<file path="src/rtl/core/utf16_newline_converter_assert.svh">
// assertion macros shared by the utf16 newline converter modules
// no dependencies; define NO_ASSERTIONS to compile them out
`ifndef UTF16_NEWLINE_CONVERTER_ASSERT_SVH
`define UTF16_NEWLINE_CONVERTER_ASSERT_SVH
`ifndef NO_ASSERTIONS
// condition implies consequence in the same cycle
`define UNC_ASSERT_SAME(label, clk, rst_n, ante, cons) \
    label: assert property (@(posedge clk) disable iff (!rst_n) (ante) |-> (cons)) \
        else $error("utf16 newline converter check failed");
// condition implies consequence in the next cycle
`define UNC_ASSERT_NEXT(label, clk, rst_n, ante, cons) \
    label: assert property (@(posedge clk) disable iff (!rst_n) (ante) |=> (cons)) \
        else $error("utf16 newline converter check failed");
`else
`define UNC_ASSERT_SAME(label, clk, rst_n, ante, cons)
`define UNC_ASSERT_NEXT(label, clk, rst_n, ante, cons)
`endif
`endif

</file>
<file path="src/rtl/core/unc_pkg.sv">
// types and constants for the utf16 newline converter
// no dependencies; used by every module of the block
package unc_pkg;

    // line ending formats
    localparam logic [1:0] FMT_LF   = 2'd0;
    localparam logic [1:0] FMT_CR   = 2'd1;
    localparam logic [1:0] FMT_CRLF = 2'd2;

    // register indexes on the configuration port
    localparam logic [1:0] REG_SOURCE = 2'd0;
    localparam logic [1:0] REG_TARGET = 2'd1;
    localparam logic [1:0] REG_SWAP   = 2'd2;

    localparam logic [7:0] CODE_CR  = 8'h0D;
    localparam logic [7:0] CODE_LF  = 8'h0A;
    localparam logic [7:0] BOM_HIGH = 8'hFE;
    localparam logic [7:0] BOM_LOW  = 8'hFF;

    localparam int QUEUE_DEPTH = 2;

    typedef struct packed {
        logic [1:0] source_format;
        logic [1:0] target_format;
        logic       swap_bytes;
    } unc_cfg_t;

    typedef struct packed {
        logic [7:0] second_byte;
        logic [7:0] first_byte;
    } unc_unit_t;

    // one classified input: one or two units to write
    typedef struct packed {
        unc_unit_t u1;
        unc_unit_t u0;
        logic      two;
    } unc_entry_t;

endpackage

</file>
<file path="src/rtl/core/unc_front.sv">
// front end: accepts code units, tracks mark and held cr, classifies output
// depends on unc_pkg and utf16_newline_converter_assert.svh
module unc_front (
    input  logic                clk,
    input  logic                rst_n,
    input  unc_pkg::unc_cfg_t   cfg,
    input  logic                s_tvalid,
    output logic                s_tready,
    input  logic [15:0]         s_tdata,   // first_byte [7:0], second_byte [15:8]
    input  logic                s_tlast,   // final_unit
    input  logic                full,
    output logic                push,
    output unc_pkg::unc_entry_t entry
);
    import unc_pkg::*;

    logic       bom_seen_reg, bom_seen_next;
    logic       big_endian_reg, big_endian_next;
    logic       cr_pending_reg, cr_pending_next;
    logic       accept;
    logic [1:0] n;
    unc_unit_t  in_unit, r0, r1, nl_unit, cr_unit, lf_unit;
    logic       is_cr, is_lf;

    function automatic unc_unit_t make_code(input logic be, input logic [7:0] c);
        unc_unit_t u;
        if (be)
        begin
            u.first_byte  = 8'h00;
            u.second_byte = c;
        end
        else
        begin
            u.first_byte  = c;
            u.second_byte = 8'h00;
        end
        return u;
    endfunction

    function automatic unc_unit_t swap_unit(input logic sw, input unc_unit_t u);
        unc_unit_t r;
        r.first_byte  = sw ? u.second_byte : u.first_byte;
        r.second_byte = sw ? u.first_byte  : u.second_byte;
        return r;
    endfunction

    assign s_tready = !full;
    assign accept   = s_tvalid && !full;

    assign in_unit.first_byte  = s_tdata[7:0];
    assign in_unit.second_byte = s_tdata[15:8];
    assign cr_unit = make_code(big_endian_reg, CODE_CR);
    assign lf_unit = make_code(big_endian_reg, CODE_LF);
    assign nl_unit = (cfg.target_format == FMT_LF) ? lf_unit : cr_unit;
    assign is_cr   = (in_unit == cr_unit);
    assign is_lf   = (in_unit == lf_unit);

    always_comb
    begin
        n               = 2'd0;
        r0              = in_unit;
        r1              = in_unit;
        bom_seen_next   = bom_seen_reg;
        big_endian_next = big_endian_reg;
        cr_pending_next = cr_pending_reg;
        if (cfg.source_format == cfg.target_format)
        begin
            cr_pending_next = 1'b0;
            n               = 2'd1;
        end
        else if (cfg.source_format > FMT_CRLF)
        begin
            cr_pending_next = 1'b0;
        end
        else if (!bom_seen_reg)
        begin
            bom_seen_next   = 1'b1;
            big_endian_next = (in_unit.first_byte == BOM_HIGH) &&
                              (in_unit.second_byte == BOM_LOW);
            cr_pending_next = 1'b0;
            n               = 2'd1;
        end
        else
        begin
            case (cfg.source_format)
                FMT_LF:
                begin
                    cr_pending_next = 1'b0;
                    n               = 2'd1;
                    if (is_lf)
                    begin
                        r0 = cr_unit;
                        if (cfg.target_format != FMT_CR)
                        begin
                            r1 = lf_unit;
                            n  = 2'd2;
                        end
                    end
                end
                FMT_CR:
                begin
                    cr_pending_next = 1'b0;
                    n               = 2'd1;
                    if (is_cr)
                    begin
                        if (cfg.target_format == FMT_LF)
                        begin
                            r0 = lf_unit;
                        end
                        else
                        begin
                            r0 = cr_unit;
                            r1 = lf_unit;
                            n  = 2'd2;
                        end
                    end
                end
                default:
                begin
                    // cr-lf source: a cr waits for the next unit
                    if (cr_pending_reg)
                    begin
                        cr_pending_next = 1'b0;
                        n               = 2'd1;
                        if (is_lf)
                        begin
                            r0 = nl_unit;
                        end
                        else
                        begin
                            r0 = cr_unit;
                            if (is_cr)
                            begin
                                cr_pending_next = 1'b1;
                            end
                            else
                            begin
                                n = 2'd2;
                            end
                        end
                    end
                    else if (is_cr)
                    begin
                        cr_pending_next = 1'b1;
                    end
                    else
                    begin
                        n = 2'd1;
                    end
                    // end of stream flushes a held cr
                    if (s_tlast && cr_pending_next)
                    begin
                        cr_pending_next = 1'b0;
                        if (n == 2'd0)
                        begin
                            r0 = cr_unit;
                            n  = 2'd1;
                        end
                        else
                        begin
                            r1 = cr_unit;
                            n  = 2'd2;
                        end
                    end
                end
            endcase
        end
        if (s_tlast)
        begin
            bom_seen_next   = 1'b0;
            big_endian_next = 1'b0;
            cr_pending_next = 1'b0;
        end
    end

    assign push      = accept && (n != 2'd0);
    assign entry.u0  = swap_unit(cfg.swap_bytes, r0);
    assign entry.u1  = swap_unit(cfg.swap_bytes, r1);
    assign entry.two = (n == 2'd2);

    always_ff @(posedge clk or negedge rst_n)
    begin
        if (!rst_n)
        begin
            bom_seen_reg   <= 1'b0;
            big_endian_reg <= 1'b0;
            cr_pending_reg <= 1'b0;
        end
        else if (accept)
        begin
            bom_seen_reg   <= bom_seen_next;
            big_endian_reg <= big_endian_next;
            cr_pending_reg <= cr_pending_next;
        end
    end

`include "utf16_newline_converter_assert.svh"
    `UNC_ASSERT_SAME(a_cr_needs_mark, clk, rst_n, cr_pending_reg, bom_seen_reg)
    `UNC_ASSERT_SAME(a_endian_needs_mark, clk, rst_n, big_endian_reg, bom_seen_reg)
    `UNC_ASSERT_NEXT(a_last_rearms, clk, rst_n, accept && s_tlast,
        !bom_seen_reg && !cr_pending_reg)

endmodule

</file>
<file path="src/rtl/core/unc_queue.sv">
// short queue of classified entries between front and back end
// depends on unc_pkg and utf16_newline_converter_assert.svh
module unc_queue (
    input  logic                clk,
    input  logic                rst_n,
    input  logic                push,
    input  unc_pkg::unc_entry_t push_entry,
    output logic                full,
    input  logic                pop,
    output logic                empty,
    output unc_pkg::unc_entry_t head
);
    import unc_pkg::*;

    localparam int PTR_W = (QUEUE_DEPTH > 1) ? $clog2(QUEUE_DEPTH) : 1;
    localparam int CNT_W = $clog2(QUEUE_DEPTH + 1);

    unc_entry_t         slot_reg [QUEUE_DEPTH];
    logic [PTR_W-1:0]   wr_ptr_reg, wr_ptr_next;
    logic [PTR_W-1:0]   rd_ptr_reg, rd_ptr_next;
    logic [CNT_W-1:0]   count_reg, count_next;

    function automatic logic [PTR_W-1:0] bump(input logic [PTR_W-1:0] p);
        return (p == PTR_W'(QUEUE_DEPTH - 1)) ? '0 : p + 1'b1;
    endfunction

    assign full  = (count_reg == CNT_W'(QUEUE_DEPTH));
    assign empty = (count_reg == '0);
    assign head  = slot_reg[rd_ptr_reg];

    always_comb
    begin
        wr_ptr_next = push ? bump(wr_ptr_reg) : wr_ptr_reg;
        rd_ptr_next = pop  ? bump(rd_ptr_reg) : rd_ptr_reg;
        count_next  = count_reg;
        if (push && !pop)
        begin
            count_next = count_reg + 1'b1;
        end
        else if (pop && !push)
        begin
            count_next = count_reg - 1'b1;
        end
    end

    always_ff @(posedge clk or negedge rst_n)
    begin
        if (!rst_n)
        begin
            wr_ptr_reg <= '0;
            rd_ptr_reg <= '0;
            count_reg  <= '0;
        end
        else
        begin
            wr_ptr_reg <= wr_ptr_next;
            rd_ptr_reg <= rd_ptr_next;
            count_reg  <= count_next;
        end
    end

    always_ff @(posedge clk)
    begin
        if (push)
        begin
            slot_reg[wr_ptr_reg] <= push_entry;
        end
    end

`include "utf16_newline_converter_assert.svh"
    `UNC_ASSERT_SAME(a_no_push_full, clk, rst_n, full, !push)
    `UNC_ASSERT_SAME(a_no_pop_empty, clk, rst_n, empty, !pop)
    `UNC_ASSERT_SAME(a_count_bound, clk, rst_n, 1'b1, count_reg <= CNT_W'(QUEUE_DEPTH))

endmodule

</file>
<file path="src/rtl/core/unc_back.sv">
// back end: writes the one or two units of each entry through an output register
// depends on unc_pkg and utf16_newline_converter_assert.svh
module unc_back (
    input  logic                clk,
    input  logic                rst_n,
    input  logic                empty,
    input  unc_pkg::unc_entry_t head,
    output logic                pop,
    output logic                m_tvalid,
    input  logic                m_tready,
    output logic [15:0]         m_tdata,   // out_first_byte [7:0], out_second_byte [15:8]
    output logic                m_tlast    // run_end
);
    import unc_pkg::*;

    logic      out_valid_reg, out_valid_next;
    logic      phase_reg, phase_next;
    unc_unit_t out_unit_reg;
    logic      out_last_reg;
    logic      load;
    logic      last_unit;
    unc_unit_t sel_unit;

    assign load      = (!out_valid_reg || m_tready) && !empty;
    assign sel_unit  = phase_reg ? head.u1 : head.u0;
    assign last_unit = phase_reg || !head.two;
    assign pop       = load && last_unit;

    always_comb
    begin
        phase_next     = phase_reg;
        out_valid_next = out_valid_reg;
        if (load)
        begin
            phase_next     = !last_unit;
            out_valid_next = 1'b1;
        end
        else if (m_tready)
        begin
            out_valid_next = 1'b0;
        end
    end

    always_ff @(posedge clk or negedge rst_n)
    begin
        if (!rst_n)
        begin
            out_valid_reg <= 1'b0;
            phase_reg     <= 1'b0;
        end
        else
        begin
            out_valid_reg <= out_valid_next;
            phase_reg     <= phase_next;
        end
    end

    always_ff @(posedge clk)
    begin
        if (load)
        begin
            out_unit_reg <= sel_unit;
            out_last_reg <= last_unit;
        end
    end

    assign m_tvalid = out_valid_reg;
    assign m_tdata  = {out_unit_reg.second_byte, out_unit_reg.first_byte};
    assign m_tlast  = out_last_reg;

`include "utf16_newline_converter_assert.svh"
    `UNC_ASSERT_SAME(a_phase_has_head, clk, rst_n, phase_reg, !empty && head.two)
    `UNC_ASSERT_NEXT(a_second_follows, clk, rst_n, load && !last_unit,
        out_valid_reg && !out_last_reg)

endmodule

</file>
<file path="src/rtl/core/utf16_newline_converter.sv">
// top level of the utf16 newline converter: configuration registers and apb port
// depends on unc_pkg, unc_front, unc_queue, unc_back
//
//  channel   direction  handshake         payload
//  s_*       in         tvalid / tready   tdata = first_byte, second_byte; tlast = final_unit
//  m_*       out        tvalid / tready   tdata = out_first_byte, out_second_byte; tlast = run_end
//  apb       in         psel / penable    paddr, pwdata, prdata (source, target, swap)
//
// with m_tready high, units that yield one result run at one unit per cycle;
// a unit that yields two results holds the output register for both results in turn
// an input transaction reaches the output through the queue slot and then the output register
// the two-entry queue lets the front keep accepting while a result waits on m_tready
// reset clears the mark, endian and held-cr state and all configuration register values
// final_unit flushes a held cr and rearms mark detection for the next stream
module utf16_newline_converter (
    input  logic        clk,
    input  logic        rst_n,
    // input stream
    input  logic        s_tvalid,
    output logic        s_tready,
    input  logic [15:0] s_tdata,    // first_byte [7:0], second_byte [15:8]
    input  logic        s_tlast,    // final_unit
    // output stream
    output logic        m_tvalid,
    input  logic        m_tready,
    output logic [15:0] m_tdata,    // out_first_byte [7:0], out_second_byte [15:8]
    output logic        m_tlast,    // run_end
    // configuration port
    input  logic        psel,
    input  logic        penable,
    input  logic        pwrite,
    input  logic [3:0]  paddr,
    input  logic [31:0] pwdata,
    output logic [31:0] prdata,
    output logic        pready
);
    import unc_pkg::*;

    unc_cfg_t   cfg_reg;
    unc_cfg_t   cfg_next;
    logic       cfg_write;
    logic       push;
    logic       pop;
    logic       full;
    logic       empty;
    unc_entry_t push_entry;
    unc_entry_t head;

    // register file: one word per register, word index in paddr[3:2]
    assign pready    = 1'b1;
    assign cfg_write = psel && penable && pwrite && pready;

    always_comb
    begin
        cfg_next = cfg_reg;
        if (cfg_write)
        begin
            case (paddr[3:2])
                REG_SOURCE: cfg_next.source_format = pwdata[1:0];
                REG_TARGET: cfg_next.target_format = pwdata[1:0];
                REG_SWAP:   cfg_next.swap_bytes    = pwdata[0];
                default:    cfg_next = cfg_reg;
            endcase
        end
    end

    always_ff @(posedge clk or negedge rst_n)
    begin
        if (!rst_n)
        begin
            cfg_reg <= '0;
        end
        else
        begin
            cfg_reg <= cfg_next;
        end
    end

    // read back
    always_comb
    begin
        case (paddr[3:2])
            REG_SOURCE: prdata = 32'(cfg_reg.source_format);
            REG_TARGET: prdata = 32'(cfg_reg.target_format);
            REG_SWAP:   prdata = 32'(cfg_reg.swap_bytes);
            default:    prdata = 32'h0;
        endcase
    end

    // front end classifies each unit into zero, one or two results
    unc_front u_front (
        .clk      (clk),
        .rst_n    (rst_n),
        .cfg      (cfg_reg),
        .s_tvalid (s_tvalid),
        .s_tready (s_tready),
        .s_tdata  (s_tdata),
        .s_tlast  (s_tlast),
        .full     (full),
        .push     (push),
        .entry    (push_entry)
    );

    // decoupling queue
    unc_queue u_queue (
        .clk        (clk),
        .rst_n      (rst_n),
        .push       (push),
        .push_entry (push_entry),
        .full       (full),
        .pop        (pop),
        .empty      (empty),
        .head       (head)
    );

    // back end drives the output stream
    unc_back u_back (
        .clk      (clk),
        .rst_n    (rst_n),
        .empty    (empty),
        .head     (head),
        .pop      (pop),
        .m_tvalid (m_tvalid),
        .m_tready (m_tready),
        .m_tdata  (m_tdata),
        .m_tlast  (m_tlast)
    );

endmodule
</file>
<file path="config.mk">
export PLATFORM = sky130hd
export DESIGN_NAME = utf16_newline_converter
export DESIGN_NICKNAME = d
export VERILOG_FILES = /design/src/rtl/core/unc_pkg.sv /design/src/rtl/core/unc_front.sv /design/src/rtl/core/unc_queue.sv /design/src/rtl/core/unc_back.sv /design/src/rtl/core/utf16_newline_converter.sv
export VERILOG_INCLUDE_DIRS = /design/src /design/src/rtl/core
export SDC_FILE = /design/constraint.sdc
export NUM_CORES = 1
export LEC_CHECK = 0
export CORE_MARGIN = 4
export CORE_UTILIZATION = 54
export CTS_BUF_LIST = sky130_fd_sc_hd__clkbuf_2
export CTS_CLUSTER_SIZE = 30
export DETAILED_ROUTE_END_ITERATION = 10
export DONT_BUFFER_PORTS = 1
export PLACE_DENSITY = 0.72
export SLEW_MARGIN = 20
export SYNTH_ARGS = -nofsm -noshare
export SYNTH_HDL_FRONTEND = slang
export SYNTH_SLANG_ARGS = --single-unit
export TNS_END_PERCENT = 100
</file>
<file path="constraint.sdc">
create_clock -name clk -period 4 [get_ports clk]
set_input_delay 0.8 -clock clk [delete_from_list [all_inputs] [get_ports clk]]
set_output_delay 0.8 -clock clk [all_outputs]
set_load 0.02 [all_outputs]
</file>
==> flow_metrics.py <==
metrics = {
    "placement": {
        "place_inst": 471,
        "dpl.hpwl_mm": 6.70,
        "io_buffers": 0,
        "gp_congestion": 0.973,
        "pre_cts_slack_ns": 0.614,
    },
    "floorplan": {
        "die-area_um2": 10800,
        "std_cell_rows": 34,
        "ios": 112,
        "fp.dieH_um": 104,
        "fp.coreArea_um2": 8850,
        "die_w_um": 104,
        "start_util_pct": 56.4,
    },
    "worst_setup_path": {
        "cp-start-kind": "flip-flop",
        "r2r-start": "u_front.big_endian_reg",
        "path_common_cell": "xor2_1",
        "crit_chain": "buf_4 -> nor3b_2 -> o211a_4 -> nand3_4 -> o311a_1 -> a22o_1 -> o31a_2 -> ha_1 -> xor2_1 -> nor2_1 -> xor2_1",
        "crit_start": "u_front.big_endian_reg",
        "cp_slowest_stage_delay_ns": 0.57,
        "crit_type": "reg2reg",
        "crit_fanout": 9,
        "slowest_stage": "dfrtp_1",
        "cp-end-kind": "flip-flop",
        "critPathArrivalTime_ns": 3.59,
        "cp.required_ns": 4.50,
    },
    "detailed_routing": {
        "avgRoutedWirePerCell_um": 19.6,
        "antenna_left": 0,
        "wirelength_mm": 9.56,
        "vias": 2979,
        "drc": 0,
        "drt_pass1_iterations": 6,
        "drt_iter0_drc": 224,
        "viasPerCell": 6.12,
    },
    "synthesis": {
        "ys_async_sr_fraction_pct": 14.4,
        "synth_most_common_cell": "edfxtp_1",
        "ys_types": 63,
        "yosysWarnings": 0,
        "avgSynthCellArea_um2": 13.5,
        "synthTopCellsByArea": "edfxtp_1 50%, mux4_2 7.2%, dfrtp_1 7.0%, buf_4 4.7%, mux2i_1 3.0%",
        "synth-edff-count": 83,
        "ys.flop_type": "edfxtp_1",
        "synthCells": 371,
        "synth.cell_area_um2": 4990,
        "netlist.area_leader.share_pct": 49.9,
        "synth_seq_area_share_pct": 56.9,
        "synth_top_cell_by_area": "edfxtp_1",
        "ys_seq_elements": 97,
        "synth.top_cells.by_count": "83 x edfxtp_1, 31 x buf_4, 23 x nor2_1",
    },
    "global_routing": {
        "grt_pass1_vias": 2925,
        "grt_overflow": 0,
        "grt_pass1_wl_mm": 15.6,
        "grt.total_usage_pct": 18.2,
        "grt_start_max_net_pins": 34,
        "antenna_found_initial": 0,
    },
    "cts": {
        "numClockSinks": 97,
        "root_buffer": "clkbuf_2",
        "clkTransAtPathRegs_ns": 0.26,
        "htreeDepth": 3,
        "cts_tree": "done",
        "numCtsBuffers": 9,
        "clk_latency_ns": 0.55,
        "clock_path_buffers": 2,
        "post-cts-setup-buffer-count": 0,
    },
    "layout": {
        "largest_reg_flops": 66,
        "stdcell_count": 487,
        "area_growth_pct": 3.41,
        "nets": 436,
        "drive_gt1_share_pct": 17.7,
        "num_antenna_cells": 0,
    },
    "timing": {
        "hold_ws_ns": 0.316,
        "layout_setup_ws_ns": 0.913,
        "finalCriticalPeriod_ns": 3.09,
        "fin_tns_setup_ns": 0,
        "setup_violations": 0,
        "max-slew-margin-rel_pct": 40.4,
        "hold_viol": 0,
        "rsz0062_at_grt": "false",
        "finalCritPeriodShare_pct": 77.2,
        "clock.fmax_mhz": 324,
        "slew_violations": 0,
        "skew_ns": 0.0392,
        "worst_pin_slew_ns": 0.890,
    },
    "pwr": {
        "ir_drop_v": 0.000302,
        "p_leak_nw": 1.80,
        "power_density_nw_per_um2": 623,
    },
    "min_path": {
        "hp-class": "in2reg",
        "hold_start": "m_tready",
    },
    "run_status": {
        "outcome": "finished clean",
    },
    "job": {
        "drv_cap": 0,
    },
}
-- cells by family (layout without fill, tap and decap cells) --
group	count (synthesis)	count (layout)	synth area share [%]
flops	97	97	56.9
simple gates	97	97	11.5
compound gates	68	68	10.4
buf+inv	56	35	6.59
mux	44	44	13.2
xor+xnor	6	6	1.05
other cells	2	31	0.150
fa+ha+maj	1	1	0.251
-- cells in the final DEF (no fill, tap or decap), types with 2 or more instances in the layout --
cell type	Yosys	final
o311a_1	2	2
nor3b_1	3	3
inv_1	9	9
a311o_1	3	3
clkinv_1	1	2
or2_1	2	2
dfrtp_1	14	14
nor2b_1	12	11
and4_1	2	2
inv_6	0	2
a41oi_1	2	2
a21oi_1	11	10
xor2_1	4	4
buf_4	31	6
o22a_1	9	9
mux2_2	13	13
nand3b_1	4	4
nand4_1	5	5
and2_1	3	3
nand2b_1	6	6
o21ai_0	15	15
nor4_4	2	2
a211oi_1	2	2
conb_1	2	31
buf_12	0	2
nand2_1	13	13
nor3_1	6	6
a31oi_1	6	6
or2_2	3	3
edfxtp_1	83	83
o211ai_1	3	3
mux2i_1	15	15
clkbuf_2	0	9
xnor2_1	2	2
nand3_1	4	4
mux4_2	16	16
nor2_1	23	23
-- power by group --
part / total (mW) / internal [mW] / switching [mW]
Sequential: 1.80 / 1.53 / 0.276
Clock: 0.468 / 0.145 / 0.324
Combinational: 0.948 / 0.426 / 0.523
-- metrics by stage --
step	cell area [um2]	utilization, %	total power [mW]
floorplan	5100	-	2.55
global placement	5040	57.0	2.75
detailed placement	5040	57.0	2.80
CTS	5160	58.3	3.26
global route	5160	58.3	3.41
finish	5160	58.3	3.22
-- final timing paths --
kind                                        endpoint  slack, ns  cells past startpoint
max in group asynchronous         u_queue.rd_ptr_reg       2.89                      1
worst min-delay path                 u_back.m_tvalid       0.32                      1
worst max-delay path            u_queue.count_reg[1]       0.91                     11
worst max register to register  u_queue.count_reg[1]       0.91                     11
min in group asynchronous       u_queue.count_reg[1]       0.67                      1
worst min register to register    u_queue.wr_ptr_reg       0.52                      1
-- cell type report --
| class | instances | area (um2) |
|---|---|---|
| clock buffers | 9 | 45.0 |
| flip-flops and latches | 97 | 2840 |
| inverters | 11 | 41.3 |
| well taps | 108 | 135 |
| clock inverters | 6 | 67.6 |
| repair buffers | 9 | 95.1 |
| multi-input cells | 247 | 1940 |
| fillers | 713 | 3690 |
-- metal layers --
| metal | track usage (%) | wire length, um | up-vias |
|---|---|---|---|
| li1 | - | - | 1386 |
| met1 | 22.7 | 4010 | 1456 |
| met2 | 29.7 | 4600 | 115 |
| met3 | 5.46 | 643 | 22 |
| met4 | 7.69 | 297 | 0 |
| met5 | 0 | 0 | - |
-- critical path: cells and delay by family (launching register included) --
kind	cells	cell delay, ns
AOI/OAI and AO/OA	4	1.22
adders and majority gates	1	0.22
xor gates and xnor gates	2	0.29
and+or+nand+nor	3	0.54
DFF	1	0.57
buffers and inverters	1	0.24
-- repair_timing --
item | 4_1_cts | 5_1_grt
hold endpoints to repair | 14 | 0
resized for setup | 0 | 0
hold buffers | 1 | 0
Note: power is estimated with default switching activity, not from simulation.
